### config.mk
export PLATFORM = sky130hd
export DESIGN_NAME = baro_temp
export DESIGN_NICKNAME = d
export VERILOG_FILES = /design/src/sv/baro_pkg.sv /design/src/sv/baro_temp.sv
export SDC_FILE = /design/constraint.sdc
export NUM_CORES = 2
export LEC_CHECK = 0
export BUFFER_PORTS_ARGS = -buffer_cell sky130_fd_sc_hd__buf_4
export CORE_MARGIN = 5
export CORE_UTILIZATION = 55
export DETAILED_ROUTE_END_ITERATION = 7
export PLACE_DENSITY_LB_ADDON = 0.08
export REMOVE_ABC_BUFFERS = 1
export SLEW_MARGIN = 0
export SYNTH_ARGS = -nofsm -noshare
export SYNTH_HDL_FRONTEND = slang
export SYNTH_SLANG_ARGS = --single-unit
export TNS_END_PERCENT = 1
### constraint.sdc
create_clock -name clk -period 15.3 [get_ports clk]
set_clock_uncertainty 0.05 [all_clocks]
set_input_delay 3.06 -clock clk [delete_from_list [all_inputs] [get_ports clk]]
set_output_delay 3.06 -clock clk [all_outputs]
set_load 0.005 [all_outputs]
### src/sv/baro_pkg.sv
`default_nettype none
package baro_pkg;

  typedef struct packed {
    logic        [15:0] t1;
    logic        [15:0] t2;
    logic signed [7:0]  t3;
    logic signed [15:0] p1;
    logic signed [15:0] p2;
    logic signed [7:0]  p3;
    logic signed [7:0]  p4;
    logic        [15:0] p5;
    logic        [15:0] p6;
    logic signed [7:0]  p7;
    logic signed [7:0]  p8;
    logic signed [15:0] p9;
    logic signed [7:0]  p10;
    logic signed [7:0]  p11;
  } calib_t;

  typedef enum logic [1:0] {
    REG_TEMP    = 2'd0,
    REG_PRESS_A = 2'd1,
    REG_PRESS_B = 2'd2,
    REG_PRESS_C = 2'd3
  } cfg_reg_t;

  typedef logic signed [28:0] tq_t;
  typedef logic signed [15:0] tout_t;

  localparam int unsigned CFG_W = 48;
  localparam logic signed [28:0] TQ_LIM = 29'sd134217728;
  localparam logic signed [60:0] TOUT_RND = 61'sd549755813888;
  localparam logic signed [60:0] TQ_RND = 61'sd134217728;
  localparam logic signed [51:0] PRESS_RND = 52'sd204800;
  localparam logic [27:0] PRESS_SAT = 28'd209715200;
  localparam logic [22:0] PRESS_MAX = 23'd8388607;
  localparam logic [28:0] DIV25_MUL = 29'd343597384;
  localparam int unsigned DIV25_SHIFT = 33;

endpackage
`default_nettype wire

### src/sv/baro_temp.sv
`default_nettype none
module baro_temp import baro_pkg::*; (
  input  wire logic        clk,
  input  wire logic        rst_n,
  input  wire logic        en,
  input  wire logic        in_valid,
  input  wire logic [23:0] raw_p,
  input  wire logic [23:0] raw_t,
  input  wire calib_t      cal,
  output logic             out_valid,
  output logic [23:0]      u_o,
  output tout_t            tout_o,
  output tq_t              tq_o
);

  logic [3:0] v_r;
  logic signed [24:0] d_r;
  logic signed [41:0] m1_r;
  logic signed [49:0] dd_r;
  logic signed [60:0] tn_r;
  logic [23:0] u1_r, u2_r, u3_r, u4_r;
  tout_t tout_r;
  tq_t tq_r;

  logic signed [24:0] d_nxt;
  logic signed [57:0] ddt;
  logic signed [60:0] tn_nxt, tr, qr;
  logic signed [20:0] tsh;
  logic signed [32:0] qsh;
  tout_t tout_nxt;
  tq_t tq_nxt;

  always_comb begin
    d_nxt = $signed({1'b0, raw_t}) - $signed({1'b0, cal.t1, 8'h00});
    ddt = dd_r * cal.t3;
    tn_nxt = (61'(m1_r) <<< 18) + 61'(ddt);
    tr = tn_r + TOUT_RND;
    tsh = tr[60:40];
    if (tsh > 21'sd32767) begin
      tout_nxt = 16'sd32767;
    end else if (tsh < -21'sd32768) begin
      tout_nxt = -16'sd32768;
    end else begin
      tout_nxt = tsh[15:0];
    end
    qr = tn_r + TQ_RND;
    qsh = qr[60:28];
    if (qsh > 33'(TQ_LIM)) begin
      tq_nxt = TQ_LIM;
    end else if (qsh < -33'(TQ_LIM)) begin
      tq_nxt = -TQ_LIM;
    end else begin
      tq_nxt = qsh[28:0];
    end
  end

  always_ff @(posedge clk) begin
    if (!rst_n) begin
      v_r <= '0;
    end else if (en) begin
      v_r <= {v_r[2:0], in_valid};
    end
  end

  always_ff @(posedge clk) begin
    if (en) begin
      d_r    <= d_nxt;
      u1_r   <= raw_p;
      m1_r   <= d_r * $signed({1'b0, cal.t2});
      dd_r   <= d_r * d_r;
      u2_r   <= u1_r;
      tn_r   <= tn_nxt;
      u3_r   <= u2_r;
      tout_r <= tout_nxt;
      tq_r   <= tq_nxt;
      u4_r   <= u3_r;
    end
  end

  assign out_valid = v_r[3];
  assign u_o = u4_r;
  assign tout_o = tout_r;
  assign tq_o = tq_r;

endmodule
`default_nettype wire

# Word level (Yosys, flattened, before mapping)
# Cells that the tools add are included.
# op_classes
n_addsub	4
multipliers	3
n_reduce_logical	1
order_cmp	4
n_mux	2
# ops
op	count
$add 60x58->61	1
$add 61x29->61 const B	1
$add 61x41->61 const B	1
$mul 50x8->58	1
$mul 25x25->50	1
$mul 25x17->42	1
$gt 33x29->1 const B	1
$lt 33x28->1 const B	1
$mux 29	1
$sub 24x24->25	1
$gt 21x16->1 const B	1
$lt 21x16->1 const B	1
$mux 16	1
$reduce_or 2->1	1
# word_totals
ff_bits	323
elab_cells	26
output_inout_bits	70
inputBits	220

# Longest topological paths before layout
# logic_depth
ltp_word	3
ltp_mapped	28
ltp_nobuf	27

# Worst setup path after synthesis
# OpenSTA, ideal clock, no wires.
# synth_timing
kind	input to register
startpoint	input cal[141] in the netlist's numbering
endpoint	register m1_r[41] (data pin)
setup_slack_ns	6.061
path_buffers	2
setup_ns	0.260
arrival_time_ns	8.929
t_required_ns	14.990
cell_stages	25
path_cell_list	clkbuf_1 clkbuf_1 nand2_1 fa_1 inv_1 fa_1 inv_1 fa_1 inv_1 fa_1 inv_1 fa_1 inv_1 fa_1 ha_1 a21o_1 a21oi_1 nand2_1 o311ai_1 o21ai_1 a211oi_1 o21ai_1 a221o_1 a21oi_1 xnor2_1
# synth_between
elab_chain_cells	1
# synth_lines
element	line_no	rtl
from (decl)	baro_temp.sv:9	input wire calib_t cal,
$mul 25x17->42	baro_temp.sv:69	m1_r <= d_r * $signed({1'b0, cal.t2});
to (signal assigned)	baro_temp.sv:69	
to (decl)	baro_temp.sv:18	logic signed [41:0] m1_r;
# Every way passes these cells.
# A chain may end at the register's enable or synchronous reset.

# Worst setup path after layout
# layout_timing
startpoint	input cal[138] in the netlist's numbering
endpoint	register m1_r[41] (data pin)
# Same word-level chain as after synthesis.

==> impl_metrics.env <==
export IMPL_outcome="finished, final reports clean"
export IMPL_seqCellArea_sq_um=8820
export IMPL_grt_max_degree=106
export IMPL_vias=38700
export IMPL_synth_edff_count=291
export IMPL_drt_iter0_drc=1933
export IMPL_netlist_area_sq_um=59500
export IMPL_via_per_inst=5.19
export IMPL_crit_arrival_ns=9.79
export IMPL_netlist_instances=6003
export IMPL_layout_commonest_cell="inv_1"
export IMPL_critPathLaunch="cal[138]"
export IMPL_io_pins=290
export IMPL_cts_root_buf="clkbuf_16"
export IMPL_finalCritPeriodShare=0.621
export IMPL_tightest_slew_ns=0.964
export IMPL_htree_levels=2
export IMPL_cts_made_buffers=39
export IMPL_finalSetupTns_ns=0
export IMPL_coreArea_sq_um=107000
export IMPL_drt_pass1_iter_count=5
export IMPL_period_needed_ns=9.50
export IMPL_hold_buffers=0
export IMPL_gp_congestion=0.875
export IMPL_place_hpwl_um=108000
export IMPL_fin_area_sq_um=63200
export IMPL_yosysTopAreaCellShare=0.456
export IMPL_max_freq_mhz=105
export IMPL_critPathLaunchType="primary input"
export IMPL_worst_setup_path_type="in2reg"
export IMPL_io_buffer_count=161
export IMPL_wl_per_cell_um=17.8
export IMPL_die_area_sq_um=115000
export IMPL_n_antenna_cell=0
export IMPL_grt_pass1_wl_um=224000
export IMPL_ant_nets=0
export IMPL_yosysWarnings=0
export IMPL_final_cell_count_no_fill=7459
export IMPL_path_max_fanout=25
export IMPL_cts_resized=0
export IMPL_post_route_util=0.589
export IMPL_die_height_um=339
export IMPL_multi_input_area_sq_um=43900
export IMPL_fill_cells=9435
export IMPL_dominantRegCellSynth="edfxtp_1"
export IMPL_syn_mean_instance_area_sq_um=9.92
export IMPL_die_w_um=339
export IMPL_cts_max_path_buffers=3
export IMPL_min_path_type="reg2reg"
export IMPL_r2r_start="d_r[3]"
export IMPL_clkSinkCount=295
export IMPL_cts_setup_buffers=0
export IMPL_floorplan_rows=120
export IMPL_drc=0
export IMPL_final_layout_size_suffix_gt1_frac=0.0471
export IMPL_insertion_delay_ns=0.62
export IMPL_cts_tree="yes"
export IMPL_drt_wl_total_um=132000
export IMPL_finalNetCount=7959
export IMPL_endpoint_kind="register"
export IMPL_ys_ff_latch=295
export IMPL_grt_antenna_before_repair=3
export IMPL_async_flop_share=0
export IMPL_grt_usage=0.240
export IMPL_hp_start="u2_r[18]"
export IMPL_area_growth_pct=6.21
export IMPL_start_util=0.554
export IMPL_slew_headroom=0.357
export IMPL_place_area_sq_um=61900
export IMPL_final_cell_mix="inv_1, fa_1, nand2_1"
export IMPL_synth_distinct_cells=85
export IMPL_ys_seq_area_frac=0.148
export IMPL_setup_violations=0
export IMPL_dp_cells=7388
export IMPL_synth_top_area_cell="fa_1"
export IMPL_clk_pin_slew_ns=0.05
export IMPL_grt_pass1_vias=42600
export IMPL_maxCapViolations=0
export IMPL_maxSlewViolCount=0
export IMPL_hold_viol=0
export IMPL_rsz0062_at_grt="false"
export IMPL_cp_required_ns=15.59
export IMPL_synth_area_leaders="fa_1, edfxtp_1, inv_1"
export IMPL_grt_overflow=0
## worst max-delay path, stage by stage
cell and delay, ns:
buf_4 0.30, nand2_1 0.13, fa_1 0.57, inv_1 0.06, fa_1 0.53, inv_1 0.05, fa_1 0.50, inv_1 0.06
fa_1 0.54, inv_1 0.06, fa_1 0.47, inv_1 0.05, fa_1 0.43, ha_1 0.35, a21o_1 0.18, a21oi_1 0.23
nand2_1 0.09, o311ai_1 0.55, o21ai_1 0.25, a211oi_1 0.46, o21ai_1 0.24, a221o_1 0.34, a21oi_1 0.18, xnor2_1 0.08
## synthesized netlist by cell type (33+ instances only)
cell / count
edfxtp_1: 291
a21o_1: 67
nand3_1: 41
nor2b_1: 34
nand2_1: 659
and2_1: 447
nor2_1: 153
and3_1: 33
nand2b_1: 71
o21ai_0: 78
clkbuf_1: 203
a21oi_1: 127
fa_1: 1355
xnor2_1: 133
ha_1: 358
xor2_1: 65
inv_1: 1596
## logic make-up after synthesis
logic type	share of synthesized area
mux	0.00191
compound gates	0.0474
fa+ha+maj	0.531
flops	0.148
xor+xnor	0.0291
buf+inv	0.115
simple gates	0.127
other cells	0.000126
## worst paths after layout
kind,endpoint,slack (ns),cells after the start
max,m1_r[41],5.80,24
min,u3_r[18],0.36,0
max reg2reg,dd_r[49],6.43,24
min reg2reg,u3_r[18],0.36,0
## stage by stage
stage                     setup slack (ns)  hold slack (ns)
after global placement                5.19            0.351
after global routing                  5.35            0.371
final                                 5.80            0.364
after CTS                             5.83            0.365
after detailed placement              5.20            0.355
after floorplan                       6.50            0.350
## flip-flops by register name, summed over array words and instances, names as in the netlist
signal and count:
tq_o 29, u1_r 24, tout_o 16, d_r 25
dd_r 49, v_r 4, tn_r 34, u_o 24
u2_r 24, u3_r 24, m1_r 42
## layer usage
layer	GRT usage	share of wire	up-vias
li1	-	-	17800
met1	0.341	0.46	19900
met2	0.401	0.47	866
met3	0.0292	0.047	162
met4	0.0556	0.024	2
met5	0	0.000098	-
## cell type report
class                           instances  share of cell area
Sequential cell                       295               0.139
Inverter                             1601              0.0951
Tap cell                             1403              0.0278
Clock inverter                         26             0.00455
Clock buffer                           45              0.0158
Multi-Input combinational cell       3891               0.694
Timing Repair Buffer                  198              0.0236
Power is left out: the tool's default activity adds up to more than one toggle a clock period on the data nets, which glitch-free logic cannot reach.
