--- config.mk ---
export PLATFORM = sky130hd
export DESIGN_NAME = baro_scale
export DESIGN_NICKNAME = d
export VERILOG_FILES = /design/src/sv/baro_pkg.sv /design/src/sv/baro_scale.sv
export SDC_FILE = /design/constraint.sdc
export NUM_CORES = 1
export LEC_CHECK = 0
export ABC_AREA = 1
export BUFFER_PORTS_ARGS = -buffer_cell sky130_fd_sc_hd__buf_2
export CAP_MARGIN = 0
export CORE_ASPECT_RATIO = 0.5
export CORE_MARGIN = 2
export CORE_UTILIZATION = 35
export DETAILED_ROUTE_END_ITERATION = 10
export HOLD_SLACK_MARGIN = 0.12
export PLACE_DENSITY = 0.58
export SLEW_MARGIN = 10
export SYNTH_ARGS = -nofsm -noshare
export SYNTH_HDL_FRONTEND = slang
export SYNTH_SLANG_ARGS = --single-unit
--- constraint.sdc ---
create_clock -name clk -period 7 [get_ports clk]
set_input_delay 0.35 -clock clk [delete_from_list [all_inputs] [get_ports clk]]
set_output_delay 0.35 -clock clk [all_outputs]
set_load 0.005 [all_outputs]
--- src/sv/baro_pkg.sv ---
`default_nettype none
package baro_pkg;

  typedef struct packed {
    logic        [15:0] t1;
    logic        [15:0] t2;
    logic signed [7:0]  t3;
    logic signed [15:0] p1;
    logic signed [15:0] p2;
    logic signed [7:0]  p3;
    logic signed [7:0]  p4;
    logic        [15:0] p5;
    logic        [15:0] p6;
    logic signed [7:0]  p7;
    logic signed [7:0]  p8;
    logic signed [15:0] p9;
    logic signed [7:0]  p10;
    logic signed [7:0]  p11;
  } calib_t;

  typedef enum logic [1:0] {
    REG_TEMP    = 2'd0,
    REG_PRESS_A = 2'd1,
    REG_PRESS_B = 2'd2,
    REG_PRESS_C = 2'd3
  } cfg_reg_t;

  typedef logic signed [28:0] tq_t;
  typedef logic signed [15:0] tout_t;

  localparam int unsigned CFG_W = 48;
  localparam logic signed [28:0] TQ_LIM = 29'sd134217728;
  localparam logic signed [60:0] TOUT_RND = 61'sd549755813888;
  localparam logic signed [60:0] TQ_RND = 61'sd134217728;
  localparam logic signed [51:0] PRESS_RND = 52'sd204800;
  localparam logic [27:0] PRESS_SAT = 28'd209715200;
  localparam logic [22:0] PRESS_MAX = 23'd8388607;
  localparam logic [28:0] DIV25_MUL = 29'd343597384;
  localparam int unsigned DIV25_SHIFT = 33;

endpackage
`default_nettype wire

--- src/sv/baro_scale.sv ---
`default_nettype none
module baro_scale import baro_pkg::*; (
  input  wire logic               clk,
  input  wire logic               rst_n,
  input  wire logic               en,
  input  wire logic               in_valid,
  input  wire tout_t              tout_i,
  input  wire logic signed [48:0] o2_i,
  input  wire logic signed [47:0] rest_i,
  output logic                    out_valid,
  output tout_t                   tout_o,
  output logic [22:0]             pout_o
);

  logic [1:0] v_r;
  tout_t t10_r, t11_r;
  logic [27:0] x_r;
  logic neg10_r, sat10_r, neg11_r, sat11_r;
  logic [56:0] prod_r;

  logic signed [51:0] p, pr;
  logic [37:0] y;

  always_comb begin
    p = 52'(o2_i) + 52'(rest_i);
    pr = p + PRESS_RND;
    y = pr[51:14];
  end

  always_ff @(posedge clk) begin
    if (!rst_n) begin
      v_r <= '0;
    end else if (en) begin
      v_r <= {v_r[0], in_valid};
    end
  end

  always_ff @(posedge clk) begin
    if (en) begin
      t10_r   <= tout_i;
      neg10_r <= p[51];
      sat10_r <= (y >= 38'(PRESS_SAT));
      x_r     <= y[27:0];
      t11_r   <= t10_r;
      neg11_r <= neg10_r;
      sat11_r <= sat10_r;
      prod_r  <= x_r * DIV25_MUL;
    end
  end

  always_comb begin
    if (neg11_r) begin
      pout_o = '0;
    end else if (sat11_r) begin
      pout_o = PRESS_MAX;
    end else begin
      pout_o = prod_r[DIV25_SHIFT +: 23];
    end
  end

  assign out_valid = v_r[1];
  assign tout_o = t11_r;

endmodule
`default_nettype wire

; ---- Word-level counts from Yosys, hierarchy flattened
; Index checks and enable logic that the tools add are counted.
[word_totals]
regBits = 119
out_inout_bits = 40
[op_classes]
n_addsub = 2
multipliers = 1
magnitude_cmp = 1
n_mux = 2
[op_table]
columns = op, n
row1 = "28-bit by 26-bit multiplier with 53-bit output, second input constant", 1
row2 = "50-bit by 19-bit adder with 51-bit output, second input constant", 1
row3 = 49-bit by 48-bit adder with 50-bit output, 1
row4 = 23-bit two-way mux, 2
row5 = "38-bit by 28-bit greater-or-equal comparator with 1-bit output, second input constant", 1

; ---- Logic depth before layout (Yosys ltp)
; Gate-level depths: netlist of run 1.
[logic_depth]
ltp_word = 3
mapped_depth = 26
ltp_nobuf = 26

; ---- Worst setup path after synthesis of run 1
; No wires, ideal clock.
[synth_timing]
path_type = reg2reg
from = register x_r[8]
to = register prod_r[55] (data pin)
setup_time_ps = 252
t_arrival_ps = 5721
required_time_ps = 6748
slack_ps = 1027
path_stages_with_launch = 27
n_path_buf = 0
cell_sequence = edfxtp_1 -> ha_1 -> inv_1 -> fa_1 -> inv_1 -> fa_1 -> inv_1 -> fa_1 -> inv_1 -> fa_1 -> fa_1 -> inv_1 -> fa_1 -> inv_1 -> ha_1 -> a21oi_1 -> nor2_1 -> o21ai_0 -> nand2_1 -> a311oi_1 -> o21ai_0 -> nand2_1 -> nand2_1 -> nand2_1 -> nand2_1 -> nand2_1 -> nand2_1
[synth_between]
elab_chain_len = 1
[synth_rtl]
columns = item, line
row1 = start: declaration, baro_scale.sv:17  ; logic [27:0] x_r;
row2 = start signal: assignment, baro_scale.sv:43  ; x_r <= y[27:0];
row3 = 28-bit by 26-bit multiplier with 53-bit output, baro_scale.sv:47  ; prod_r <= x_r * DIV25_MUL;
row4 = end signal: assignment, baro_scale.sv:47
row5 = end: declaration, baro_scale.sv:19  ; logic [56:0] prod_r;
; Every way passes these cells.
; A chain may end at the register's enable or synchronous reset.

; ---- Worst setup path after layout of run 1
[layout_timing]
from = register x_r[9]
to = register prod_r[55] (data pin)
; The elaborated chain is that of the path after synthesis.

==> metrics.txt, run 1 <==
# TYPE chip_impl_metric gauge
chip_impl_metric{name="critical_path_buf_inv_count",unit=""} 4
chip_impl_info{name="most-common-layout-cells",value="sky130_fd_sc_hd__inv_1, sky130_fd_sc_hd__nand2_1, sky130_fd_sc_hd__ha_1"} 1
chip_impl_metric{name="number_of_instances_in_the_synthesized_netlist",unit=""} 2752
chip_impl_info{name="timing.hold.worst_endpoint",value="t10_r[9]$_DFFE_PP_"} 1
chip_impl_metric{name="iteration_0_drc_count_of_the_detailed_router",unit=""} 1129
chip_impl_metric{name="rel_slew_slack",unit="%"} 44.7
chip_impl_metric{name="post-route-min-period",unit="ns"} 6.66
chip_impl_info{name="path_common_cell",value="sky130_fd_sc_hd__nand2_1"} 1
chip_impl_metric{name="fraction_of_the_mapped_netlist_area_in_compound_gates",unit="%"} 4.56
chip_impl_metric{name="detail-route-antenna-nets",unit=""} 0
chip_impl_info{name="cpLargestDelayFamily",value="adder cells"} 1
chip_impl_metric{name="max_cap_viol_count",unit=""} 0
chip_impl_metric{name="synth_xor_xnor_area_share",unit="%"} 2.10
chip_impl_info{name="status",value="complete, no violations"} 1
chip_impl_metric{name="port-buffer-count",unit=""} 156
chip_impl_info{name="hold_path_class",value="input pin to flop"} 1
chip_impl_metric{name="synth_adder_area_share",unit="%"} 45.3
chip_impl_metric{name="gr-usage-all-layers",unit="%"} 20.4
chip_impl_metric{name="synth_sequential_area_ratio",unit="%"} 12.5
chip_impl_metric{name="chipHeight",unit="µm"} 178
chip_impl_metric{name="num_antenna_cells",unit=""} 0
chip_impl_metric{name="min_period_over_period",unit="%"} 95.2
chip_impl_metric{name="cts_buffer_count",unit=""} 9
chip_impl_info{name="setup.worst_path.start_class",value="flop"} 1
chip_impl_metric{name="worstRegToRegCells",unit=""} 24
chip_impl_metric{name="setup_total_negative_slack",unit="ns"} 0
chip_impl_metric{name="syn2layout_area_growth",unit="%"} 10.3
chip_impl_info{name="yosys_most_used_dff",value="sky130_fd_sc_hd__edfxtp_1"} 1
chip_impl_info{name="critical_register_to_register_path_startpoint",value="x_r[9]$_DFFE_PP_"} 1
chip_impl_metric{name="cell_depth_of_the_worst_min_delay_path",unit=""} 1
chip_impl_metric{name="holdBufCountCts",unit=""} 0
chip_impl_metric{name="row_count",unit=""} 63
chip_impl_metric{name="fp.dieW",unit="µm"} 352
chip_impl_metric{name="skew",unit="ns"} 0.0175
chip_impl_metric{name="io_pins",unit=""} 157
chip_impl_metric{name="routed_wl",unit="µm"} 63000
chip_impl_metric{name="yosys.area_share.simple",unit="%"} 22.1
chip_impl_metric{name="grt_first_pass_wirelength",unit="µm"} 98000
chip_impl_metric{name="clock-sinks",unit=""} 89
chip_impl_info{name="hp_start",value="tout_i[9]"} 1
chip_impl_metric{name="grt.overflow.total",unit=""} 0
chip_impl_metric{name="post_cts_resize_count",unit=""} 0
chip_impl_metric{name="via_count",unit=""} 17400
chip_impl_metric{name="timing.final.setup_violations",unit=""} 0
chip_impl_metric{name="critPathMaxFanout",unit=""} 9
chip_impl_metric{name="clk_transition_reported_paths",unit="ns"} 0.08
chip_impl_metric{name="place_hpwl",unit="µm"} 56900
chip_impl_metric{name="drt_pre_antenna_iters",unit=""} 7
chip_impl_metric{name="syn_nets",unit=""} 3482
chip_impl_metric{name="reg2reg_setup_slack",unit="ns"} 0.34
chip_impl_metric{name="synth.ff_latch_count",unit=""} 89
chip_impl_metric{name="clock_path_buffers",unit=""} 2
chip_impl_metric{name="grt_pass1_vias",unit=""} 17800
chip_impl_info{name="cts_tree",value="built"} 1
chip_impl_metric{name="mappedNetlistArea",unit="µm²"} 21200
chip_impl_metric{name="synthesis.area_per_instance",unit="µm²"} 7.71
chip_impl_metric{name="drc",unit=""} 0
chip_impl_metric{name="max_slew.worst_pin.slew",unit="ns"} 0.830
chip_impl_info{name="grt_setup_unrepaired",value="false"} 1
chip_impl_metric{name="ctsHtreeMaxLevel",unit=""} 3
chip_impl_metric{name="async_reset_ff_share",unit="%"} 0
chip_impl_metric{name="number_of_nets_in_the_layout",unit=""} 3657
chip_impl_info{name="dominant_combinational_cell_family_by_area_after_synthesis",value="adder cells"} 1
chip_impl_info{name="critical_path.endpoint_type",value="flop"} 1
chip_impl_metric{name="fp.dieArea",unit="µm²"} 62700
chip_impl_metric{name="timing.critical_path.slowest_cell_delay",unit="ns"} 0.64
chip_impl_metric{name="number_of_library_cell_types_mapped_by_synthesis",unit=""} 45
chip_impl_metric{name="gp_congestion",unit=""} 0.981
chip_impl_info{name="cp_launch_point",value="x_r[9]$_DFFE_PP_"} 1
chip_impl_info{name="critical_path_class",value="flop to flop"} 1
chip_impl_metric{name="hold_violations",unit=""} 0
chip_impl_metric{name="fmax",unit="MHz"} 150
chip_impl_info{name="worst_flop_to_flop_path_endpoint",value="prod_r[55]$_DFFE_PP_"} 1
chip_impl_metric{name="core",unit="µm²"} 59600
chip_impl_info{name="path_cells",value="ha_1, inv_1, fa_1, inv_1, fa_1, fa_1, fa_1, fa_1, inv_1, fa_1, inv_1, ha_1, a21oi_1, nor2_1, o21ai_0, nand2_1, a311oi_1, o21ai_0, nand2_1, nand2_1, nand2_1, nand2_1, nand2_1, nand2_1"} 1
chip_impl_metric{name="initial_core_utilization",unit="%"} 35.6
chip_impl_metric{name="layout.filler_cells",unit=""} 6292
chip_impl_metric{name="routed_via_density",unit=""} 4.64
chip_impl_metric{name="maximum_number_of_pins_on_one_net_before_global_route_repair",unit=""} 66
chip_impl_metric{name="final-max-slew-violation-count",unit=""} 0
chip_impl_metric{name="cts_setup_buffers",unit=""} 0
chip_impl_metric{name="number_of_enable_flip_flop_cells_after_synthesis",unit=""} 87
chip_impl_metric{name="routed_wire_length_per_instance",unit="µm"} 16.8
chip_impl_metric{name="synthMuxAreaShare",unit="%"} 0
chip_impl_metric{name="worstPathRequired",unit="ns"} 7.13
chip_impl_info{name="slowest_stage",value="sky130_fd_sc_hd__edfxtp_1"} 1
chip_impl_metric{name="grt_antenna_before_repair",unit=""} 0
chip_impl_info{name="layout_commonest_cell",value="sky130_fd_sc_hd__inv_1"} 1
chip_impl_metric{name="clock_network_latency_to_the_later_pin_of_the_worst_skew_pair",unit="ns"} 0.38
chip_impl_info{name="cts-root-buf",value="sky130_fd_sc_hd__clkbuf_16"} 1
chip_impl_metric{name="worst_ep_arrival_time",unit="ns"} 6.80
chip_impl_metric{name="drive_gt1_share",unit="%"} 9.62
chip_impl_metric{name="yosysWarnings",unit=""} 0
## worst max path at each step
stage                                 to  slack, ns  cells past startpoint
global placement    prod_r[55]$_DFFE_PP_       0.41                     24
detailed placement  prod_r[55]$_DFFE_PP_       0.39                     24
global route        prod_r[55]$_DFFE_PP_       0.02                     24
CTS                 prod_r[55]$_DFFE_PP_       0.36                     24
floorplan           prod_r[55]$_DFFE_PP_       1.03                     26
finish              prod_r[55]$_DFFE_PP_       0.34                     24
## per-layer routing
layer / track usage (%) / wire length (µm) / vias up
met2: 33.9 / 28200 / 366
li1: - / - / 8744
met4: 3.92 / 1080 / 0
met3: 3.60 / 3410 / 51
met5: 0 / 0 / -
met1: 28.0 / 30400 / 8199
## Yosys cell counts, drive strengths merged (5+ instances only)
| cell type | count | area share [%] |
|---|---|---|
| a21o | 5 | 0.18 |
| a21oi | 87 | 2.1 |
| a31oi | 13 | 0.38 |
| edfxtp | 87 | 12 |
| fa | 258 | 24 |
| ha | 355 | 21 |
| inv | 756 | 13 |
| nand2 | 632 | 12 |
| nand3 | 112 | 3.0 |
| nand4 | 27 | 0.83 |
| nor2 | 265 | 5.8 |
| nor3 | 10 | 0.24 |
| nor4 | 8 | 0.24 |
| o21a | 9 | 0.32 |
| o21ai | 37 | 0.87 |
| o31ai | 5 | 0.18 |
| xnor2 | 13 | 0.54 |
| xor2 | 38 | 1.6 |
## per-stage QoR
step | setup slack, ns | cells | utilization (%) | hold WS [ns] | area [µm²]
2_1_floorplan | 1.03 | 2752 | - | 0.400 | 21200
3_3_place_gp | 0.413 | 3728 | 38.8 | 0.400 | 23100
3_5_place_dp | 0.389 | 3728 | 38.8 | 0.405 | 23100
4_1_cts | 0.362 | 3744 | 39.3 | 0.132 | 23400
5_1_grt | 0.0151 | 3744 | 39.3 | 0.135 | 23400
6_report | 0.335 | 3744 | 39.3 | 0.148 | 23400
## final cells by class
class	instances	area, µm²	share of cell area [%]
flip-flops and latches	89	2650	11.3
multi-input cells	1900	15700	67.1
clock buffers	9	225	0.962
inverters	759	2850	12.2
clock inverters	7	78.8	0.337
well taps	812	1020	4.34
repair buffers	168	873	3.73
## registers in the layout, indices dropped and copies added (netlist names)
register and cells:
neg10_r 1, neg11_r 1, prod_r 23, sat10_r 1
sat11_r 1, t10_r 16, tout_o 16, v_r 2
x_r 28
## logic make-up after synthesis
family | Yosys count
buffers and inverters | 763
AO/OA/AOI/OAI | 171
adder cells (fa/ha/maj) | 613
XOR/XNOR | 51
AND/OR/NAND/NOR | 1065
flip-flops | 89
Power of run 1 is left out: the tool's default activity adds up to more than one toggle a clock period on the data nets, which glitch-free logic cannot reach.
==> run 2: changes to the inputs <==
--- a/config.mk
+++ b/config.mk
@@ -5,7 +5,6 @@
 export SDC_FILE = /design/constraint.sdc
 export NUM_CORES = 1
 export LEC_CHECK = 0
-export ABC_AREA = 1
 export BUFFER_PORTS_ARGS = -buffer_cell sky130_fd_sc_hd__buf_2
 export CAP_MARGIN = 0
 export CORE_ASPECT_RATIO = 0.5
@@ -13,7 +12,7 @@
 export CORE_UTILIZATION = 35
 export DETAILED_ROUTE_END_ITERATION = 10
 export HOLD_SLACK_MARGIN = 0.12
-export PLACE_DENSITY = 0.58
+export PLACE_DENSITY = 0.59
 export SLEW_MARGIN = 10
 export SYNTH_ARGS = -nofsm -noshare
 export SYNTH_HDL_FRONTEND = slang
==> run 2 against run 1 <==
- core utilization up 2.1 points
- via count down 23%
- area after synthesis down 15%
- final cell count down 26%
- wire length down 23%
- critical path type unchanged
- critical endpoint is now prod_r[53]$_DFFE_PP_
- highest routed layer unchanged
==> metrics.txt, run 2 <==
# TYPE chip_impl_metric gauge
chip_impl_metric{name="number_of_instances_in_the_synthesized_netlist",unit=""} 1816
chip_impl_info{name="status",value="complete, no violations"} 1
chip_impl_info{name="timing.hold.worst_endpoint",value="t10_r[12]$_DFFE_PP_"} 1
chip_impl_metric{name="drc",unit=""} 0
chip_impl_info{name="hold_path_class",value="input pin to flop"} 1
chip_impl_metric{name="layout.filler_cells",unit=""} 4965
chip_impl_metric{name="rel_slew_slack",unit="%"} 33.0
chip_impl_metric{name="grt_first_pass_wirelength",unit="µm"} 77500
chip_impl_info{name="setup.worst_path.start_class",value="flop"} 1
chip_impl_metric{name="number_of_library_cell_types_mapped_by_synthesis",unit=""} 72
chip_impl_info{name="synth_top_cell_by_area",value="sky130_fd_sc_hd__fa_1"} 1
chip_impl_info{name="synth_commonest_cells",value="sky130_fd_sc_hd__inv_1, sky130_fd_sc_hd__ha_1, sky130_fd_sc_hd__fa_1, sky130_fd_sc_hd__nor2_1, sky130_fd_sc_hd__edfxtp_1"} 1
chip_impl_metric{name="synthesis.area_per_instance",unit="µm²"} 9.94
chip_impl_metric{name="max_slew.worst_pin.slew",unit="ns"} 0.991
chip_impl_metric{name="num_antenna_cells",unit=""} 0
chip_impl_info{name="worst_flop_to_flop_path_endpoint",value="prod_r[53]$_DFFE_PP_"} 1
chip_impl_metric{name="grt.overflow.total",unit=""} 0
chip_impl_metric{name="min_period_over_period",unit="%"} 96.4
chip_impl_info{name="cp_launch_point",value="x_r[9]$_DFFE_PP_"} 1
chip_impl_info{name="critical_path_class",value="flop to flop"} 1
chip_impl_metric{name="hold_violations",unit=""} 0
chip_impl_metric{name="routed_via_density",unit=""} 4.87
chip_impl_metric{name="worstRegToRegCells",unit=""} 24
chip_impl_info{name="most-common-layout-cells",value="sky130_fd_sc_hd__inv_1, sky130_fd_sc_hd__ha_1, sky130_fd_sc_hd__fa_1"} 1
chip_impl_metric{name="mappedNetlistArea",unit="µm²"} 18000
chip_impl_metric{name="chipHeight",unit="µm"} 165
chip_impl_metric{name="worstPathRequired",unit="ns"} 7.12
chip_impl_info{name="largest_registers",value="x_r: 28 flops, prod_r: 23 flops"} 1
chip_impl_metric{name="syn2layout_area_growth",unit="%"} 16.0
chip_impl_metric{name="routed_wl",unit="µm"} 48500
chip_impl_metric{name="final-max-slew-violation-count",unit=""} 0
chip_impl_metric{name="clock-sinks",unit=""} 89
chip_impl_metric{name="synth_top_area_share",unit="%"} 28.6
chip_impl_metric{name="largest_register_ffs",unit=""} 28
chip_impl_metric{name="fp.dieArea",unit="µm²"} 53500
chip_impl_info{name="layout_commonest_cell",value="sky130_fd_sc_hd__inv_1"} 1
chip_impl_info{name="critical_register_to_register_path_startpoint",value="x_r[9]$_DFFE_PP_"} 1
chip_impl_info{name="hp_start",value="tout_i[12]"} 1
chip_impl_metric{name="timing.final.setup_violations",unit=""} 0
chip_impl_metric{name="cts_buffer_count",unit=""} 9
chip_impl_metric{name="port-buffer-count",unit=""} 156
chip_impl_metric{name="holdBufCountCts",unit=""} 0
chip_impl_info{name="yosys.cell_count.top_type",value="sky130_fd_sc_hd__inv_1"} 1
chip_impl_metric{name="core",unit="µm²"} 50600
chip_impl_metric{name="number_of_nets_in_the_layout",unit=""} 2795
chip_impl_metric{name="synth.ff_latch_count",unit=""} 89
chip_impl_info{name="synth.area.top_cells",value="sky130_fd_sc_hd__fa_1, sky130_fd_sc_hd__ha_1, sky130_fd_sc_hd__edfxtp_1"} 1
chip_impl_metric{name="detail-route-antenna-nets",unit=""} 0
chip_impl_metric{name="via_count",unit=""} 13400
chip_impl_metric{name="gp_congestion",unit=""} 0.952
chip_impl_metric{name="maximum_number_of_pins_on_one_net_before_global_route_repair",unit=""} 67
chip_impl_metric{name="cell_depth_of_the_worst_min_delay_path",unit=""} 1
chip_impl_metric{name="async_reset_ff_share",unit="%"} 0
chip_impl_metric{name="initial_core_utilization",unit="%"} 35.7
chip_impl_metric{name="drive_gt1_share",unit="%"} 16.2
chip_impl_metric{name="row_count",unit=""} 58
chip_impl_info{name="yosys_most_used_dff",value="sky130_fd_sc_hd__edfxtp_1"} 1
chip_impl_metric{name="grt_pass1_vias",unit=""} 14100
chip_impl_metric{name="max_cap_viol_count",unit=""} 0
chip_impl_metric{name="place_hpwl",unit="µm"} 42800
chip_impl_metric{name="clock_path_buffers",unit=""} 2
chip_impl_metric{name="skew",unit="ns"} 0.0115
chip_impl_info{name="critical_path.endpoint_type",value="flop"} 1
chip_impl_metric{name="worst_ep_arrival_time",unit="ns"} 6.87
chip_impl_metric{name="fmax",unit="MHz"} 148
chip_impl_metric{name="routed_wire_length_per_instance",unit="µm"} 17.6
chip_impl_metric{name="post-route-min-period",unit="ns"} 6.75
chip_impl_metric{name="post-route-cell-area",unit="µm²"} 20900
chip_impl_metric{name="gr-usage-all-layers",unit="%"} 18.8
chip_impl_info{name="largest-register",value="x_r"} 1
chip_impl_metric{name="clock_network_latency_to_the_later_pin_of_the_worst_skew_pair",unit="ns"} 0.36
chip_impl_info{name="cts_tree",value="built"} 1
chip_impl_metric{name="number_of_enable_flip_flop_cells_after_synthesis",unit=""} 87
chip_impl_metric{name="io_pins",unit=""} 157
chip_impl_metric{name="synth_sequential_area_ratio",unit="%"} 14.7
chip_impl_metric{name="syn_nets",unit=""} 2546
chip_impl_metric{name="layout.core_utilization",unit="%"} 41.4
chip_impl_metric{name="clk_transition_reported_paths",unit="ns"} 0.07
chip_impl_metric{name="grt_antenna_before_repair",unit=""} 0
chip_impl_metric{name="drt_pre_antenna_iters",unit=""} 5
chip_impl_metric{name="iteration_0_drc_count_of_the_detailed_router",unit=""} 911
chip_impl_metric{name="yosysWarnings",unit=""} 0
chip_impl_metric{name="detailed_place.area",unit="µm²"} 20200
chip_impl_metric{name="fp.dieW",unit="µm"} 325
chip_impl_metric{name="ctsHtreeMaxLevel",unit=""} 3
chip_impl_info{name="cts-root-buf",value="sky130_fd_sc_hd__clkbuf_16"} 1
chip_impl_metric{name="critPathMaxFanout",unit=""} 4
chip_impl_metric{name="reg2reg_setup_slack",unit="ns"} 0.25
-- run 2: repair_timing --
item,in CTS,in global routing
pin swaps,13,34
buffers inserted,9,15
endpoints found under the setup margin,7,9
resized for setup,16,39
-- run 2: how the worst max path moves through the flow --
stage / end / slack [ns] / depth (start not counted)
after floorplan: prod_r[55]$_DFFE_PP_ / 0.11 / 26
after global placement: prod_r[55]$_DFFE_PP_ / -0.08 / 23
after detailed placement: prod_r[55]$_DFFE_PP_ / -0.31 / 23
after CTS: prod_r[50]$_DFFE_PP_ / 0.006 / 26
after global routing: prod_r[53]$_DFFE_PP_ / -0.02 / 26
final: prod_r[53]$_DFFE_PP_ / 0.25 / 24
-- run 2: per-layer routing --
metal | share of wire (%) | global-route usage [%]
met1 | 47 | 26.3
met2 | 45 | 30.9
met3 | 6.1 | 3.18
met4 | 1.4 | 3.39
met5 | 0 | 0
-- run 2: cells by family (layout without fill, tap and decap cells) --
family	after synthesis	count (layout)	synth area share, %
adder cells (fa/ha/maj)	613	613	53.2
buffers and inverters	478	732	10.0
AND/OR/NAND/NOR	310	310	8.56
AO/OA/AOI/OAI	243	243	9.37
flip-flops	89	89	14.7
XOR/XNOR	74	74	3.59
multiplexers	9	9	0.499
-- run 2: layout make-up --
class                           count  area (µm²)  area share (%)
Clock buffer                       10         229            1.09
Clock inverter                      6        51.3           0.245
Inverter                          461        1730            8.27
Multi-Input combinational cell   1249       13800            66.1
Sequential cell                    89        2650            12.7
Tap cell                          690         863            4.12
Timing Repair Buffer              255        1560            7.47
-- run 2: worst max-delay path, stage by stage (launching register included) --
cell and delay [ns]:
sky130_fd_sc_hd__edfxtp_1 0.47, sky130_fd_sc_hd__buf_4 0.18, sky130_fd_sc_hd__ha_1 0.30, sky130_fd_sc_hd__fa_1 0.49, sky130_fd_sc_hd__fa_2 0.40, sky130_fd_sc_hd__fa_1 0.56
sky130_fd_sc_hd__fa_1 0.45, sky130_fd_sc_hd__fa_1 0.54, sky130_fd_sc_hd__inv_1 0.05, sky130_fd_sc_hd__fa_1 0.53, sky130_fd_sc_hd__inv_1 0.04, sky130_fd_sc_hd__ha_1 0.20
sky130_fd_sc_hd__a211o_1 0.30, sky130_fd_sc_hd__a2111oi_4 0.37, sky130_fd_sc_hd__a211oi_2 0.12, sky130_fd_sc_hd__a21oi_2 0.17, sky130_fd_sc_hd__buf_6 0.15, sky130_fd_sc_hd__o21ai_2 0.08
sky130_fd_sc_hd__o41ai_4 0.27, sky130_fd_sc_hd__nor2_2 0.10, sky130_fd_sc_hd__o41ai_2 0.33, sky130_fd_sc_hd__buf_4 0.17, sky130_fd_sc_hd__buf_4 0.10, sky130_fd_sc_hd__buf_4 0.09
sky130_fd_sc_hd__xnor2_1 0.05
-- run 2: metrics by stage --
stage | setup TNS [ns] | setup WS (ns) | std cells | hold slack, ns
5_1_grt | -0.0293 | -0.0156 | 2760 | 0.149
3_3_place_gp | -0.112 | -0.0811 | 2721 | 0.400
6_report | 0 | 0.249 | 2760 | 0.161
3_5_place_dp | -1.06 | -0.308 | 2721 | 0.406
4_1_cts | 0 | 0.00605 | 2745 | 0.148
2_1_floorplan | 0 | 0.106 | 1816 | 0.400
Power of run 2 is left out for the same reason.
